**src/hw/rtl/gradient_fill_pixel_generator_core_macros.svh**
```systemverilog
// Assertion macros shared by the gradient fill RTL.
// Users must provide clk and arst_n in scope.
`ifndef GRADIENT_FILL_PIXEL_GENERATOR_CORE_MACROS_SVH
`define GRADIENT_FILL_PIXEL_GENERATOR_CORE_MACROS_SVH

// Same-cycle implication, disabled in reset.
`define GFP_ASSERT_NOW(label, ante, cons) \
	label: assert property (@(posedge clk) disable iff (!arst_n) (ante) |-> (cons)) \
		else $error("gfp assertion failed");

// Next-cycle implication, disabled in reset.
`define GFP_ASSERT_NEXT(label, ante, cons) \
	label: assert property (@(posedge clk) disable iff (!arst_n) (ante) |=> (cons)) \
		else $error("gfp assertion failed");

`endif

```
**src/hw/rtl/gfp_pkg.sv**
```systemverilog
// Shared types and constants for the gradient fill pixel generator.
// No dependencies.
package gfp_pkg;
	localparam int FRAC_BITS = 16;
	localparam int MAX_SIDE  = 4096;
	localparam int COORD_W   = 12;
	localparam int SIDE_W    = 13;
	localparam int Q_W       = 2 * FRAC_BITS;
	localparam int D_W       = 26;
	localparam int R_W       = D_W + 1;
	localparam int T_W       = FRAC_BITS + 1;
	localparam int ROOT_W    = FRAC_BITS;
	localparam int REM_W     = FRAC_BITS + 1;
	localparam int CFG_IDX_W = 3;
	localparam int CFG_W     = 32;

	localparam logic [T_W-1:0] T_ONE = T_W'(1) << FRAC_BITS;

	localparam logic [1:0] MODE_VERT  = 2'd0;
	localparam logic [1:0] MODE_HORZ  = 2'd1;
	localparam logic [1:0] MODE_RAD   = 2'd2;

	localparam logic [CFG_IDX_W-1:0] REG_MODE   = 3'd0;
	localparam logic [CFG_IDX_W-1:0] REG_WIDTH  = 3'd1;
	localparam logic [CFG_IDX_W-1:0] REG_HEIGHT = 3'd2;
	localparam logic [CFG_IDX_W-1:0] REG_CX     = 3'd3;
	localparam logic [CFG_IDX_W-1:0] REG_CY     = 3'd4;
	localparam logic [CFG_IDX_W-1:0] REG_START  = 3'd5;
	localparam logic [CFG_IDX_W-1:0] REG_END    = 3'd6;

	// how t is finally chosen
	localparam logic [1:0] SEL_ZERO = 2'd0;
	localparam logic [1:0] SEL_LIN  = 2'd1;
	localparam logic [1:0] SEL_RAD  = 2'd2;

	typedef struct packed {
		logic [COORD_W-1:0] pixel_x;
		logic [COORD_W-1:0] pixel_y;
	} pix_t;

	typedef struct packed {
		logic [7:0] red;
		logic [7:0] green;
		logic [7:0] blue;
		logic [7:0] alpha;
	} rgba_t;

	typedef struct packed {
		logic [1:0]          sel;
		logic                sat;
		logic [FRAC_BITS-1:0] tlin;
	} tag_t;
endpackage

```
**src/hw/rtl/gfp_blend.sv**
```systemverilog
// Channel blend: start*(1-t) + end*t per byte, products registered.
// Depends on gfp_pkg.
module gfp_blend import gfp_pkg::*; (
	input  logic           clk,
	input  logic           arst_n,
	input  logic           en,
	input  logic           v_i,
	input  logic [T_W-1:0] t_i,
	input  logic [31:0]    c1,
	input  logic [31:0]    c2,
	output logic           v_o,
	output rgba_t          px_o
);
	localparam int P_W = T_W + 8;
	logic [P_W-1:0] pa_s1 [4];
	logic [P_W-1:0] pb_s1 [4];
	logic [T_W-1:0] tinv;
	logic [7:0]     ch [4];

	assign tinv = T_ONE - t_i;

	always_ff @(posedge clk or negedge arst_n) begin
		if (!arst_n) v_o <= 1'b0;
		else if (en) v_o <= v_i;
	end

	always_ff @(posedge clk) begin
		if (en) begin
			for (int k = 0; k < 4; k++) begin
				pa_s1[k] <= P_W'(c1[8*k +: 8]) * P_W'(tinv);
				pb_s1[k] <= P_W'(c2[8*k +: 8]) * P_W'(t_i);
			end
		end
	end

	always_comb begin
		for (int k = 0; k < 4; k++) begin
			ch[k] = 8'((pa_s1[k] + pb_s1[k]) >> FRAC_BITS);
		end
	end

	assign px_o = '{red: ch[0], green: ch[1], blue: ch[2], alpha: ch[3]};
endmodule

```
**config.mk**
```make
export PLATFORM = sky130hd
export DESIGN_NAME = gfp_blend
export DESIGN_NICKNAME = d
export VERILOG_FILES = /design/src/hw/rtl/gradient_fill_pixel_generator_core_macros.svh /design/src/hw/rtl/gfp_pkg.sv /design/src/hw/rtl/gfp_blend.sv
export SDC_FILE = /design/constraint.sdc
export NUM_CORES = 2
export LEC_CHECK = 0
export ABC_AREA = 0
export BUFFER_PORTS_ARGS = -buffer_cell sky130_fd_sc_hd__buf_2
export CORE_MARGIN = 5
export CORE_UTILIZATION = 45
export DETAILED_ROUTE_END_ITERATION = 16
export PLACE_DENSITY = 0.7
export SETUP_SLACK_MARGIN = 0.4
export SLEW_MARGIN = 0
export SYNTH_ARGS = -nofsm -noshare
export SYNTH_HDL_FRONTEND = slang
export SYNTH_SLANG_ARGS = --single-unit
export TNS_END_PERCENT = 20
```
**constraint.sdc**
```tcl
create_clock -name clk -period 3.6 [get_ports clk]
set_input_delay 0.72 -clock clk [delete_from_list [all_inputs] [get_ports clk]]
set_output_delay 0.72 -clock clk [all_outputs]
set_load 0.05 [all_outputs]
```
==> reports/metrics.yaml <==
placed_design:
  gp_congestion: 0.912
  place_inst: 6106
  port_buffers: 117
  hpwl_um: 87600
setup_path:
  cp-start-kind: "input port"
  required_ns: 3.86
  rr_startpoint: "v_o$_DFFE_PN0P_"
  reg2reg_to: "v_o$_DFFE_PN0P_"
  worst_path_max_delay_cell: "fa_1"
  max_stage_delay_ns: 0.54
  cpMostUsedCell: "fa_1"
  r2r_slack_ns: 2.86
  crit_arrival_ns: 6.29
  endpoint_kind: "register"
  rr_worst_depth: 1
  path_max_fanout: 4
  path_class: "input port to register"
layout:
  layout.cells.non_filler: 6237
  area_growth_syn_to_layout_pct: 26.5
  drive_gt1_share_pct: 25.7
  nets: 6259
  fillers: 7495
timing:
  finalCriticalPeriod_ns: 6.03
  hold-worst-slack_ns: 0.430
  skew_ns: 0
  tns_ns: -210.36
  setup_slack_ns: -2.43
  rsz0062_at_grt: "true"
  final_max_slew_viol_count: 0
  tightestPinTransition_ns: 0.550
  finalCritPeriodShare_pct: 168
  max_clock_freq_mhz: 166
  relSlewSlack_pct: 63.3
  setup-violations-final: 168
  hold_violations: 0
global_routing:
  antenna_found_initial: 19
  use_met1_pct: 31.2
  grtUsageTotal_pct: 22.9
  busiest_layer: "met2"
  use_met3_pct: 4.28
  overflow: 0
  grt_pass1_wl_um: 180000
  grt_max_degree: 72
  grt_pass1_vias: 34322
  globalRouteMet2Util_pct: 37.4
synth:
  synth.distinct_cells: 80
  yosys_warnings: 0
  ys_seq_area_share_pct: 14.0
  syn_area_um2: 41300
  synth_seq_cells: 193
  syn_inst: 4343
  avgSynthCellArea_um2: 9.51
  synthFlopType: "edfxtp_1"
  synthArstFlopShare_pct: 0.518
  synth_edf_count: 192
  syn-num-nets: 5573
cts:
  cts_buffers: 17
  cts.clk_slew.worst_paths_ns: 0.08
  cts.htree.levels: 4
  cts_buffer_depth: 2
  clock-root-buffer: "clkbuf_16"
  clock_sinks: 193
  clock_latency_ns: 0.52
  cts_tree: "yes"
routing:
  routed_wl_um: 113000
  drc: 0
  wl_per_cell_um: 18.2
  ant_nets: 0
  first_iter_violations: 1987
  drtPass1Iterations: 5
  vias: 32661
  viasPerCell: 5.24
power:
  p_total_mw: 47.9
  power.leakage_nw: 24.8
  power_density_nw_per_um2: 918
  peakVddDrop_uv: 885
floorplanning:
  io_pins: 118
  die-area_um2: 97900
  row_count: 111
  initial_utilization_pct: 45.2
  die_w_um: 313
  die_h_um: 313
  core_area_um2: 91400
flow_run:
  drv_cap: 0
hold_path:
  whs_endpoint: "v_o$_DFFE_PN0P_"
  min_path_cells: 2
  hold_start: "v_i"
  hold_class: "input port to register"
run_status:
  status: "complete, but fails checks"
  violations: "negative setup slack"
-- cell usage in the layout (no fill, tap or decap), types with 11 or more instances in the layout --
| master | Yosys | routed |
|---|---|---|
| inv_1 | 721 | 691 |
| xnor2_2 | 4 | 27 |
| a21oi_2 | 1 | 41 |
| buf_6 | 5 | 71 |
| o21ai_1 | 2 | 17 |
| o211ai_1 | 12 | 12 |
| o21ai_0 | 59 | 30 |
| ha_4 | 0 | 53 |
| edfxtp_1 | 192 | 192 |
| buf_12 | 0 | 39 |
| a21o_1 | 53 | 53 |
| a211o_1 | 11 | 11 |
| clkbuf_16 | 0 | 17 |
| and2_4 | 0 | 42 |
| nand2b_1 | 21 | 20 |
| nor3_1 | 46 | 32 |
| and2_1 | 705 | 663 |
| inv_2 | 0 | 28 |
| nor2_1 | 96 | 73 |
| ha_1 | 433 | 373 |
| nand2_2 | 0 | 11 |
| buf_8 | 0 | 15 |
| and3_1 | 13 | 11 |
| nor2b_1 | 26 | 18 |
| fa_2 | 0 | 21 |
| o21ai_2 | 1 | 14 |
| xnor2_1 | 158 | 129 |
| nor2_2 | 1 | 18 |
| o21a_1 | 43 | 43 |
| fa_1 | 712 | 691 |
| nand3_1 | 28 | 25 |
| o21bai_1 | 18 | 18 |
| buf_4 | 1 | 646 |
| buf_2 | 1 | 83 |
| a21oi_1 | 136 | 87 |
| nand2_1 | 458 | 446 |
| xor2_1 | 46 | 34 |
-- flip-flops by register name (all words and copies together) (netlist names) --
register / cells
pa_s1: 96
pb_s1: 96
v_o: 1
-- through the flow --
stage / cell area (um2) / setup slack [ns] / utilization [%]
finish: 52200 / -2.43 / 57.2
floorplan: 41600 / -2.81 / -
global route: 52200 / -2.60 / 57.1
global placement: 48200 / -2.92 / 52.7
CTS: 50500 / -2.41 / 55.3
detailed placement: 48200 / -3.03 / 52.7
-- layer usage --
layer	vias to the layer above	routed length, um
li1	14933	-
met1	16530	48600
met2	995	53300
met3	189	7770
met4	14	3640
met5	-	90
-- Yosys cell counts (all sizes together) (10+ instances only) --
| library cell | count | share of area (%) |
|---|---|---|
| nor2b | 26 | 0.39 |
| inv | 721 | 6.6 |
| a21oi | 137 | 1.7 |
| clkbuf | 185 | 1.7 |
| fa | 712 | 35 |
| xnor2 | 162 | 3.5 |
| or2 | 13 | 0.20 |
| buf | 10 | 0.19 |
| or3 | 10 | 0.16 |
| o21bai | 18 | 0.33 |
| a31oi | 17 | 0.26 |
| o211ai | 12 | 0.22 |
| nand2 | 458 | 4.2 |
| and2 | 705 | 11 |
| a211oi | 10 | 0.18 |
| ha | 433 | 13 |
| and3 | 13 | 0.20 |
| nand2b | 21 | 0.32 |
| a211o | 11 | 0.23 |
| nor2 | 98 | 0.94 |
| o21ai | 62 | 0.76 |
| edfxtp | 192 | 14 |
| nand3 | 29 | 0.36 |
| a21o | 53 | 0.96 |
| nor3 | 47 | 0.60 |
| o31ai | 10 | 0.18 |
| xor2 | 47 | 1.0 |
| o21a | 43 | 0.78 |
-- what timing repair did --
action	4_1_cts	5_1_grt
cloned	2	0
setup endpoints to repair	193	193
hold endpoints to repair	1	0
resized for setup	274	336
hold buffers	1	0
setup buffers	49	38
pin swaps	129	191
-- final cells by class --
class	count	area (um2)	area share, %
diodes	10	25.0	0.0479
clock buffers	17	425	0.814
clock inverters	14	143	0.273
inverters	721	2710	5.19
multi-input cells	3234	34500	66.0
flip-flops and latches	193	5790	11.1
well taps	1186	1480	2.84
repair buffers	862	7200	13.8
-- logic make-up after synthesis --
| kind of cell | Yosys count | share of synthesized area, % |
|---|---|---|
| AO/OA/AOI/OAI | 431 | 6.84 |
| XOR/XNOR | 209 | 4.52 |
| adder cells (fa/ha/maj) | 1145 | 47.6 |
| buffers and inverters | 916 | 8.43 |
| flip-flops | 193 | 14.0 |
| multiplexers | 4 | 0.100 |
| AND/OR/NAND/NOR | 1445 | 18.4 |
-- worst max-delay path: cells and delay by family --
family | cells | cell delay (ns)
simple gates | 10 | 1.65
buf+inv | 8 | 0.85
compound gates | 3 | 0.62
xor+xnor | 2 | 0.24
fa+ha+maj | 5 | 2.21
-- worst max path at each step --
stage                       from  depth (start not counted)  slack, ns                     end
final                     t_i[1]                         28      -2.43  pa_s1[2][23]$_DFFE_PP_
after global placement    t_i[1]                         23      -2.92  pa_s1[2][23]$_DFFE_PP_
after floorplan           t_i[0]                         23      -2.81  pa_s1[2][23]$_DFFE_PP_
after CTS                 t_i[1]                         23      -2.41  pa_s1[2][23]$_DFFE_PP_
after detailed placement  t_i[1]                         23      -3.03  pa_s1[2][23]$_DFFE_PP_
after global routing      t_i[1]                         28      -2.60  pa_s1[1][22]$_DFFE_PP_
-- power by group --
group | switching [mW] | total [mW] | internal, mW
Clock | 1.03 | 2.01 | 0.972
Combinational | 20.9 | 40.7 | 19.9
Sequential | 0.535 | 5.20 | 4.66
(Power assumes the default switching activity.)
