===== config.mk =====
export PLATFORM = sky130hd
export DESIGN_NAME = gfp_sqrt_cell
export DESIGN_NICKNAME = d
export VERILOG_FILES = /design/src/hw/rtl/gradient_fill_pixel_generator_core_macros.svh /design/src/hw/rtl/gfp_pkg.sv /design/src/hw/rtl/gfp_sqrt_cell.sv
export SDC_FILE = /design/constraint.sdc
export NUM_CORES = 1
export LEC_CHECK = 0
export ABC_CLOCK_PERIOD_IN_PS = 800
export BUFFER_PORTS_ARGS = -buffer_cell sky130_fd_sc_hd__buf_4
export CORE_AREA = 2 2 104 106
export DETAILED_ROUTE_END_ITERATION = 6
export DIE_AREA = 0 0 106 108
export PLACE_DENSITY_LB_ADDON = 0.12
export RECOVER_POWER = 50
export SLEW_MARGIN = 20
export SYNTH_ARGS = -nofsm -noshare
export SYNTH_HDL_FRONTEND = slang
export SYNTH_SLANG_ARGS = --single-unit

===== constraint.sdc =====
create_clock -name clk -period 0.8 [get_ports clk]
set_input_delay 0.08 -clock clk [delete_from_list [all_inputs] [get_ports clk]]
set_output_delay 0.08 -clock clk [all_outputs]
set_load 0.02 [all_outputs]

===== src/hw/rtl/gradient_fill_pixel_generator_core_macros.svh =====
// Assertion macros shared by the gradient fill RTL.
// Users must provide clk and arst_n in scope.
`ifndef GRADIENT_FILL_PIXEL_GENERATOR_CORE_MACROS_SVH
`define GRADIENT_FILL_PIXEL_GENERATOR_CORE_MACROS_SVH

// Same-cycle implication, disabled in reset.
`define GFP_ASSERT_NOW(label, ante, cons) \
	label: assert property (@(posedge clk) disable iff (!arst_n) (ante) |-> (cons)) \
		else $error("gfp assertion failed");

// Next-cycle implication, disabled in reset.
`define GFP_ASSERT_NEXT(label, ante, cons) \
	label: assert property (@(posedge clk) disable iff (!arst_n) (ante) |=> (cons)) \
		else $error("gfp assertion failed");

`endif


===== src/hw/rtl/gfp_pkg.sv =====
// Shared types and constants for the gradient fill pixel generator.
// No dependencies.
package gfp_pkg;
	localparam int FRAC_BITS = 16;
	localparam int MAX_SIDE  = 4096;
	localparam int COORD_W   = 12;
	localparam int SIDE_W    = 13;
	localparam int Q_W       = 2 * FRAC_BITS;
	localparam int D_W       = 26;
	localparam int R_W       = D_W + 1;
	localparam int T_W       = FRAC_BITS + 1;
	localparam int ROOT_W    = FRAC_BITS;
	localparam int REM_W     = FRAC_BITS + 1;
	localparam int CFG_IDX_W = 3;
	localparam int CFG_W     = 32;

	localparam logic [T_W-1:0] T_ONE = T_W'(1) << FRAC_BITS;

	localparam logic [1:0] MODE_VERT  = 2'd0;
	localparam logic [1:0] MODE_HORZ  = 2'd1;
	localparam logic [1:0] MODE_RAD   = 2'd2;

	localparam logic [CFG_IDX_W-1:0] REG_MODE   = 3'd0;
	localparam logic [CFG_IDX_W-1:0] REG_WIDTH  = 3'd1;
	localparam logic [CFG_IDX_W-1:0] REG_HEIGHT = 3'd2;
	localparam logic [CFG_IDX_W-1:0] REG_CX     = 3'd3;
	localparam logic [CFG_IDX_W-1:0] REG_CY     = 3'd4;
	localparam logic [CFG_IDX_W-1:0] REG_START  = 3'd5;
	localparam logic [CFG_IDX_W-1:0] REG_END    = 3'd6;

	// how t is finally chosen
	localparam logic [1:0] SEL_ZERO = 2'd0;
	localparam logic [1:0] SEL_LIN  = 2'd1;
	localparam logic [1:0] SEL_RAD  = 2'd2;

	typedef struct packed {
		logic [COORD_W-1:0] pixel_x;
		logic [COORD_W-1:0] pixel_y;
	} pix_t;

	typedef struct packed {
		logic [7:0] red;
		logic [7:0] green;
		logic [7:0] blue;
		logic [7:0] alpha;
	} rgba_t;

	typedef struct packed {
		logic [1:0]          sel;
		logic                sat;
		logic [FRAC_BITS-1:0] tlin;
	} tag_t;
endpackage


===== src/hw/rtl/gfp_sqrt_cell.sv =====
// One digit-by-digit square root step: one root bit per cell.
// Depends on gfp_pkg.
module gfp_sqrt_cell import gfp_pkg::*; (
	input  logic              clk,
	input  logic              arst_n,
	input  logic              en,
	input  logic              v_i,
	input  logic [Q_W-1:0]    x_i,
	input  logic [REM_W-1:0]  rem_i,
	input  logic [ROOT_W-1:0] root_i,
	input  tag_t              tag_i,
	output logic              v_o,
	output logic [Q_W-1:0]    x_o,
	output logic [REM_W-1:0]  rem_o,
	output logic [ROOT_W-1:0] root_o,
	output tag_t              tag_o
);
	logic [REM_W+1:0] acc;
	logic [REM_W+1:0] trial;
	logic             ge;

	assign acc   = {rem_i, x_i[Q_W-1:Q_W-2]};
	assign trial = {1'b0, root_i, 2'b01};
	assign ge    = acc >= trial;

	always_ff @(posedge clk or negedge arst_n) begin
		if (!arst_n) v_o <= 1'b0;
		else if (en) v_o <= v_i;
	end

	always_ff @(posedge clk) begin
		if (en) begin
			x_o    <= {x_i[Q_W-3:0], 2'b00};
			rem_o  <= ge ? REM_W'(acc - trial) : REM_W'(acc);
			root_o <= {root_i[ROOT_W-2:0], ge};
			tag_o  <= tag_i;
		end
	end
endmodule


==> flow_summary.json, run 1 <==
{
  "drv_cap": 0,
  "yosysSeqAreaShare": 0.682,
  "clkSlewWorstSetupHoldPaths_ns": 0.09,
  "grt_pass1_wl_um": 17100,
  "synth_top_cell_area_share": 0.675,
  "path_cells": "buf_6 -> inv_2 -> ha_4 -> a211oi_2 -> nor2_2 -> or3_4 -> a311o_1 -> xor2_1 -> mux2_4",
  "area_delta_synth_final_pct": 92.1,
  "synth_async_sr_flop_share": 0.0120,
  "synth.area.top_cells": "edfxtp_1, ha_1, mux2_2, mux2_4, inv_1",
  "hold_violations": 0,
  "final-seq-area_um2": 2490,
  "synthFlopType": "edfxtp_1",
  "synth_cells": 235,
  "clockBufferDepth": 2,
  "yosysTopAreaCell": "edfxtp_1",
  "leakagePower_nw": 3.02,
  "drtPass1Iterations": 4,
  "drive_above_1_share": 0.556,
  "rsz0062_at_grt": "yes",
  "overflow": 0,
  "crit_type": "in2reg",
  "finalWorstPathRequiredPeriod_ns": 1.79,
  "postLayoutCoreUtil": 0.685,
  "period_share": 2.23,
  "cts_tree": "built",
  "dp.cells": 591,
  "first_iter_violations": 115,
  "root_buffer": "clkbuf_8",
  "violations": "negative setup slack",
  "rows": 37,
  "clk_latency_ns": 0.35,
  "htreeDepth": 3,
  "cpPeakStageDelay_ns": 0.39,
  "post-dp-hpwl_um": 7320,
  "drcViolationCount": 0,
  "cp_max_fo": 4,
  "fillers": 705,
  "status": "finished with violations",
  "slew-limit-headroom": 0.641,
  "grt_pass1_vias": 3287,
  "ys_ff_latch": 83,
  "viasPerCell": 4.57,
  "path_buf_inv": 2,
  "die-area_um2": 11400,
  "fin_cells": 679,
  "synth.avg_cell_area_um2": 15.5,
  "synthTopCellsByCount": "edfxtp_1, inv_1, ha_1",
  "routed-via-count": 3105,
  "timing.setup.tns_ns": -30.37,
  "crit_path_start_kind": "input pin",
  "critPathRequiredTime_ns": 0.91,
  "place_area_um2": 5680,
  "diodes": 0,
  "worstMarginPinSlew_ns": 0.539,
  "cp-end-kind": "flop",
  "synth_cell_type_count": 42,
  "cts_sinks": 83,
  "drt-total-wl_um": 11000,
  "avgRoutedWirePerCell_um": 16.2,
  "vdd_ir_drop_max_v": 0.000824,
  "synth_edf_count": 82,
  "yosys_warnings": 0,
  "synth.most_common_cell": "edfxtp_1",
  "power_density_nw_per_um2": 1750,
  "fin_skew_ns": 0,
  "cpMaxStageDelayCell": "or3_4",
  "fp.dieH_um": 108,
  "syn_area_um2": 3650,
  "finalSetupViolCount": 101,
  "drv_slew": 0,
  "final_nets": 644,
  "fin_ws_ns": -0.987,
  "fmax_mhz": 560,
  "multi_input_area_um2": 1330,
  "grt_start_max_net_pins": 43,
  "design_area_um2": 7010,
  "crit_arrival_ns": 1.90,
  "port_buffers": 170,
  "start_util": 0.356,
  "die_w_um": 106,
  "postRouteAntennaNets": 0,
  "top_level_ports": 173,
  "min_path_type": "in2reg",
  "coreArea_um2": 10200,
  "gp_congestion": 0.864,
  "cts_buffers": 9,
  "antenna_found_initial": 0,
  "critPathTopFamily": "compound AO/OA/AOI/OAI gates",
  "whs_ns": 0.0288,
  "track_usage": 0.196
}
==> cells in the final DEF (no fill, tap or decap), drive strengths merged, types with 4 or more instances in the layout <==
master / instances
edfxtp: 82
dlygate4sd3: 66
clkbuf: 16
xor2: 6
o21ai: 8
ha: 18
clkinv: 4
nor2: 10
xnor2: 8
nand2: 6
inv: 23
mux2: 16
buf: 221
a21o: 4
a21oi: 15
==> power by group <==
group	switching [mW]	internal [mW]	total (mW)	leakage, nW
Clock	1.60	1.44	3.03	0.0989
Combinational	1.61	2.17	3.78	2.11
Sequential	0.194	5.28	5.47	0.813
Total	3.40	8.89	12.3	3.02
==> final timing paths <==
path                           start   endpoint  slack [ns]  cells after the start
min in group asynchronous     arst_n        v_o        0.07                      2
min                        rem_i[11]  rem_o[13]        0.03                      2
max                        root_i[3]  rem_o[16]       -0.99                      9
max reg2reg                      v_o        v_o        0.03                      1
max in group asynchronous     arst_n        v_o        0.64                      2
min reg2reg                      v_o        v_o        0.54                      1
==> stage by stage <==
stage / setup WS, ns / total power [mW]
2_1_floorplan: -1.26 / 6.98
3_3_place_gp: -1.38 / 8.51
3_5_place_dp: -1.43 / 8.55
4_1_cts: -1.04 / 12.3
5_1_grt: -1.02 / 12.8
6_report: -0.987 / 12.3
==> logic make-up (layout without fill, tap and decap cells) <==
group,count (synthesis),count (layout),share of synthesized area
flip-flops,83,83,0.682
AO/OA/AOI/OAI,46,46,0.0868
AND/OR/NAND/NOR,31,31,0.0425
buffers and inverters,24,331,0.0312
adder cells (fa/ha/maj),18,18,0.0618
multiplexers,18,18,0.0611
XOR/XNOR,14,14,0.0336
other,1,2,0.00103
==> flip-flops by register name (all words and copies together) (netlist names) <==
name	flops
x_o	30
tag_o	19
rem_o	17
root_o	16
v_o	1
==> final cells by class <==
type	count	share of cell area
repair buffers	294	0.389
flip-flops and latches	83	0.355
multi-input cells	129	0.190
well taps	136	0.0243
clock buffers	9	0.0177
inverters	21	0.0141
clock inverters	7	0.00928
==> routing by layer <==
metal  global-route usage  share of wire  up-vias
met2                0.347           0.51      128
met4               0.0611          0.014        0
met1                0.235           0.41     1475
li1                     -              -     1489
met3               0.0518          0.066       13
met5                    0              0        -
==> timing repair <==
action,in CTS,in global routing
setup endpoints to repair,101,102
buffers inserted,8,1
hold buffers,66,0
resized for setup,109,30
pin swaps,10,15
cloned,1,0
endpoints found under the hold margin,66,0
Note: power is estimated with default switching activity, not from simulation.
==> run 2, diff against run 1 <==
Settings changed: BUFFER_PORTS_ARGS -buffer_cell sky130_fd_sc_hd__buf_4 to not set, DONT_BUFFER_PORTS set to 1.
==> run 2 against run 1 <==
Net effect:
- the run ends with negative hold slack, negative setup slack left
- sequential cell count unchanged
- sequential power rose by 9.5%
- core utilization decreased by 14 points
- routed wire length down 17%
- clock power shrank 9.2%
- critical path depth did not move
- highest routed layer unchanged
==> flow_summary.json, run 2 (synthesized netlist as in run 1, its figures left out) <==
{
  "status": "finished with violations",
  "violations": "negative hold slack, negative setup slack",
  "grt_pass1_wl_um": 13600,
  "postRouteAntennaNets": 0,
  "place_area_um2": 4320,
  "fmax_mhz": 595,
  "path_buf_inv": 3,
  "rsz0062_at_grt": "yes",
  "vdd_ir_drop_max_v": 0.000840,
  "min_path_type": "in2reg",
  "cp_num_cells": 9,
  "r2r.worst_path.cells": 2,
  "critPathRequiredTime_ns": 0.91,
  "drt-total-wl_um": 9160,
  "fp.dieH_um": 108,
  "first_iter_violations": 62,
  "leakagePower_nw": 2.17,
  "coreArea_um2": 10200,
  "hold_violations": 83,
  "dp.cells": 415,
  "timing.setup.tns_ns": -24.95,
  "reg2reg_setup_slack_ns": -0.11,
  "multi_input_area_um2": 1350,
  "port_buffers": 0,
  "grt_pass1_vias": 2571,
  "fin_skew_ns": 0,
  "cts_sinks": 83,
  "postCtsHoldBufs": 82,
  "root_buffer": "clkbuf_8",
  "final_nets": 492,
  "clockBufferDepth": 2,
  "viasPerCell": 4.67,
  "drv_slew": 0,
  "post-dp-hpwl_um": 6030,
  "final-seq-area_um2": 2490,
  "largest_register_ffs": 30,
  "period_share": 2.10,
  "clk_latency_ns": 0.35,
  "power_density_nw_per_um2": 1920,
  "cp-end-kind": "flop",
  "regMostFlops": "x_o",
  "fin_ws_ns": -0.881,
  "layout_common_cells": "dlygate4sd3_1, edfxtp_1, buf_4",
  "htreeDepth": 3,
  "fin_cells": 527,
  "die-area_um2": 11400,
  "crit_arrival_ns": 1.79,
  "largestRegisters": "x_o x30, tag_o x19, rem_o x17",
  "avgRoutedWirePerCell_um": 17.4,
  "critPathTopFamily": "compound AO/OA/AOI/OAI gates",
  "die_w_um": 106,
  "path_cells": "inv_1 -> ha_4 -> a21o_1 -> a211o_1 -> a21oi_2 -> a21boi_4 -> buf_12 -> buf_8 -> mux2_4",
  "diodes": 0,
  "cts_buffers": 9,
  "top_level_ports": 173,
  "routed-via-count": 2459,
  "cpPeakStageDelay_ns": 0.32,
  "hold_depth": 0,
  "drcViolationCount": 0,
  "start_util": 0.356,
  "postLayoutCoreUtil": 0.550,
  "finalWorstPathRequiredPeriod_ns": 1.68,
  "clkSlewWorstSetupHoldPaths_ns": 0.09,
  "design_area_um2": 5630,
  "antenna_found_initial": 0,
  "drtPass1Iterations": 4,
  "drv_cap": 0,
  "grt_start_max_net_pins": 84,
  "cp_max_fo": 5,
  "place_ws_ns": -1.27,
  "finalSetupViolCount": 102,
  "cpMaxStageDelayCell": "a211o_1",
  "drive_above_1_share": 0.335,
  "crit_type": "in2reg",
  "crit_path_start_kind": "input pin",
  "gp_congestion": 0.836,
  "cts_tree": "built",
  "finalPower_mw": 10.8,
  "fillers": 855,
  "rows": 37,
  "area_delta_synth_final_pct": 54.2,
  "overflow": 0,
  "whs_ns": -0.169,
  "track_usage": 0.156
}
[run 2: changes by cell type in the layout (fill, tap and decap cells not counted), moves of 2 or more]
| cell | change |
|---|---|
| inv_4 | -2 |
| ha_2 | -2 |
| clkinv_1 | -2 |
| a21oi_4 | +2 |
| clkbuf_2 | -5 |
| buf_6 | -86 |
| inv_1 | +2 |
| buf_4 | -76 |
| clkinvlp_4 | +4 |
| buf_12 | +2 |
| a21oi_2 | -2 |
| dlygate4sd3_1 | +16 |
| clkinv_2 | -2 |
[run 2: routing by layer]
metal,share of wire,routed length (um),track usage,vias to the layer above
met1,0.43,3950,0.190,1149
met2,0.49,4460,0.264,114
met3,0.069,628,0.0428,10
met4,0.013,122,0.0648,0
li1,-,-,-,1186
met5,0,0,0,-
[run 2: final cells by class]
type,instances,area share
Tap cell,136,0.0302
Clock inverter,6,0.00845
Inverter,21,0.0180
Sequential cell,83,0.442
Timing Repair Buffer,142,0.238
Multi-Input combinational cell,129,0.240
Clock buffer,10,0.0227
[run 2: where the power goes]
group	leakage (nW)	internal (mW)	switching [mW]	total, mW
clock	0.0755	1.15	1.60	2.75
sequential	0.813	5.30	0.684	5.99
combinational	1.29	1.33	0.751	2.09
[run 2: what timing repair did]
item,in CTS,in global routing
resized for setup,28,18
pin swaps,11,12
setup endpoints to repair,101,102
hold endpoints to repair,163,83
buffers inserted,12,5
[run 2: path summary, 6_finish.rpt]
path | end | from
max in group asynchronous | v_o | arst_n
min reg2reg | v_o | v_o
max | rem_o[11] | root_i[14]
min | root_o[13] | en
min in group asynchronous | v_o | arst_n
max reg2reg | v_o | v_o
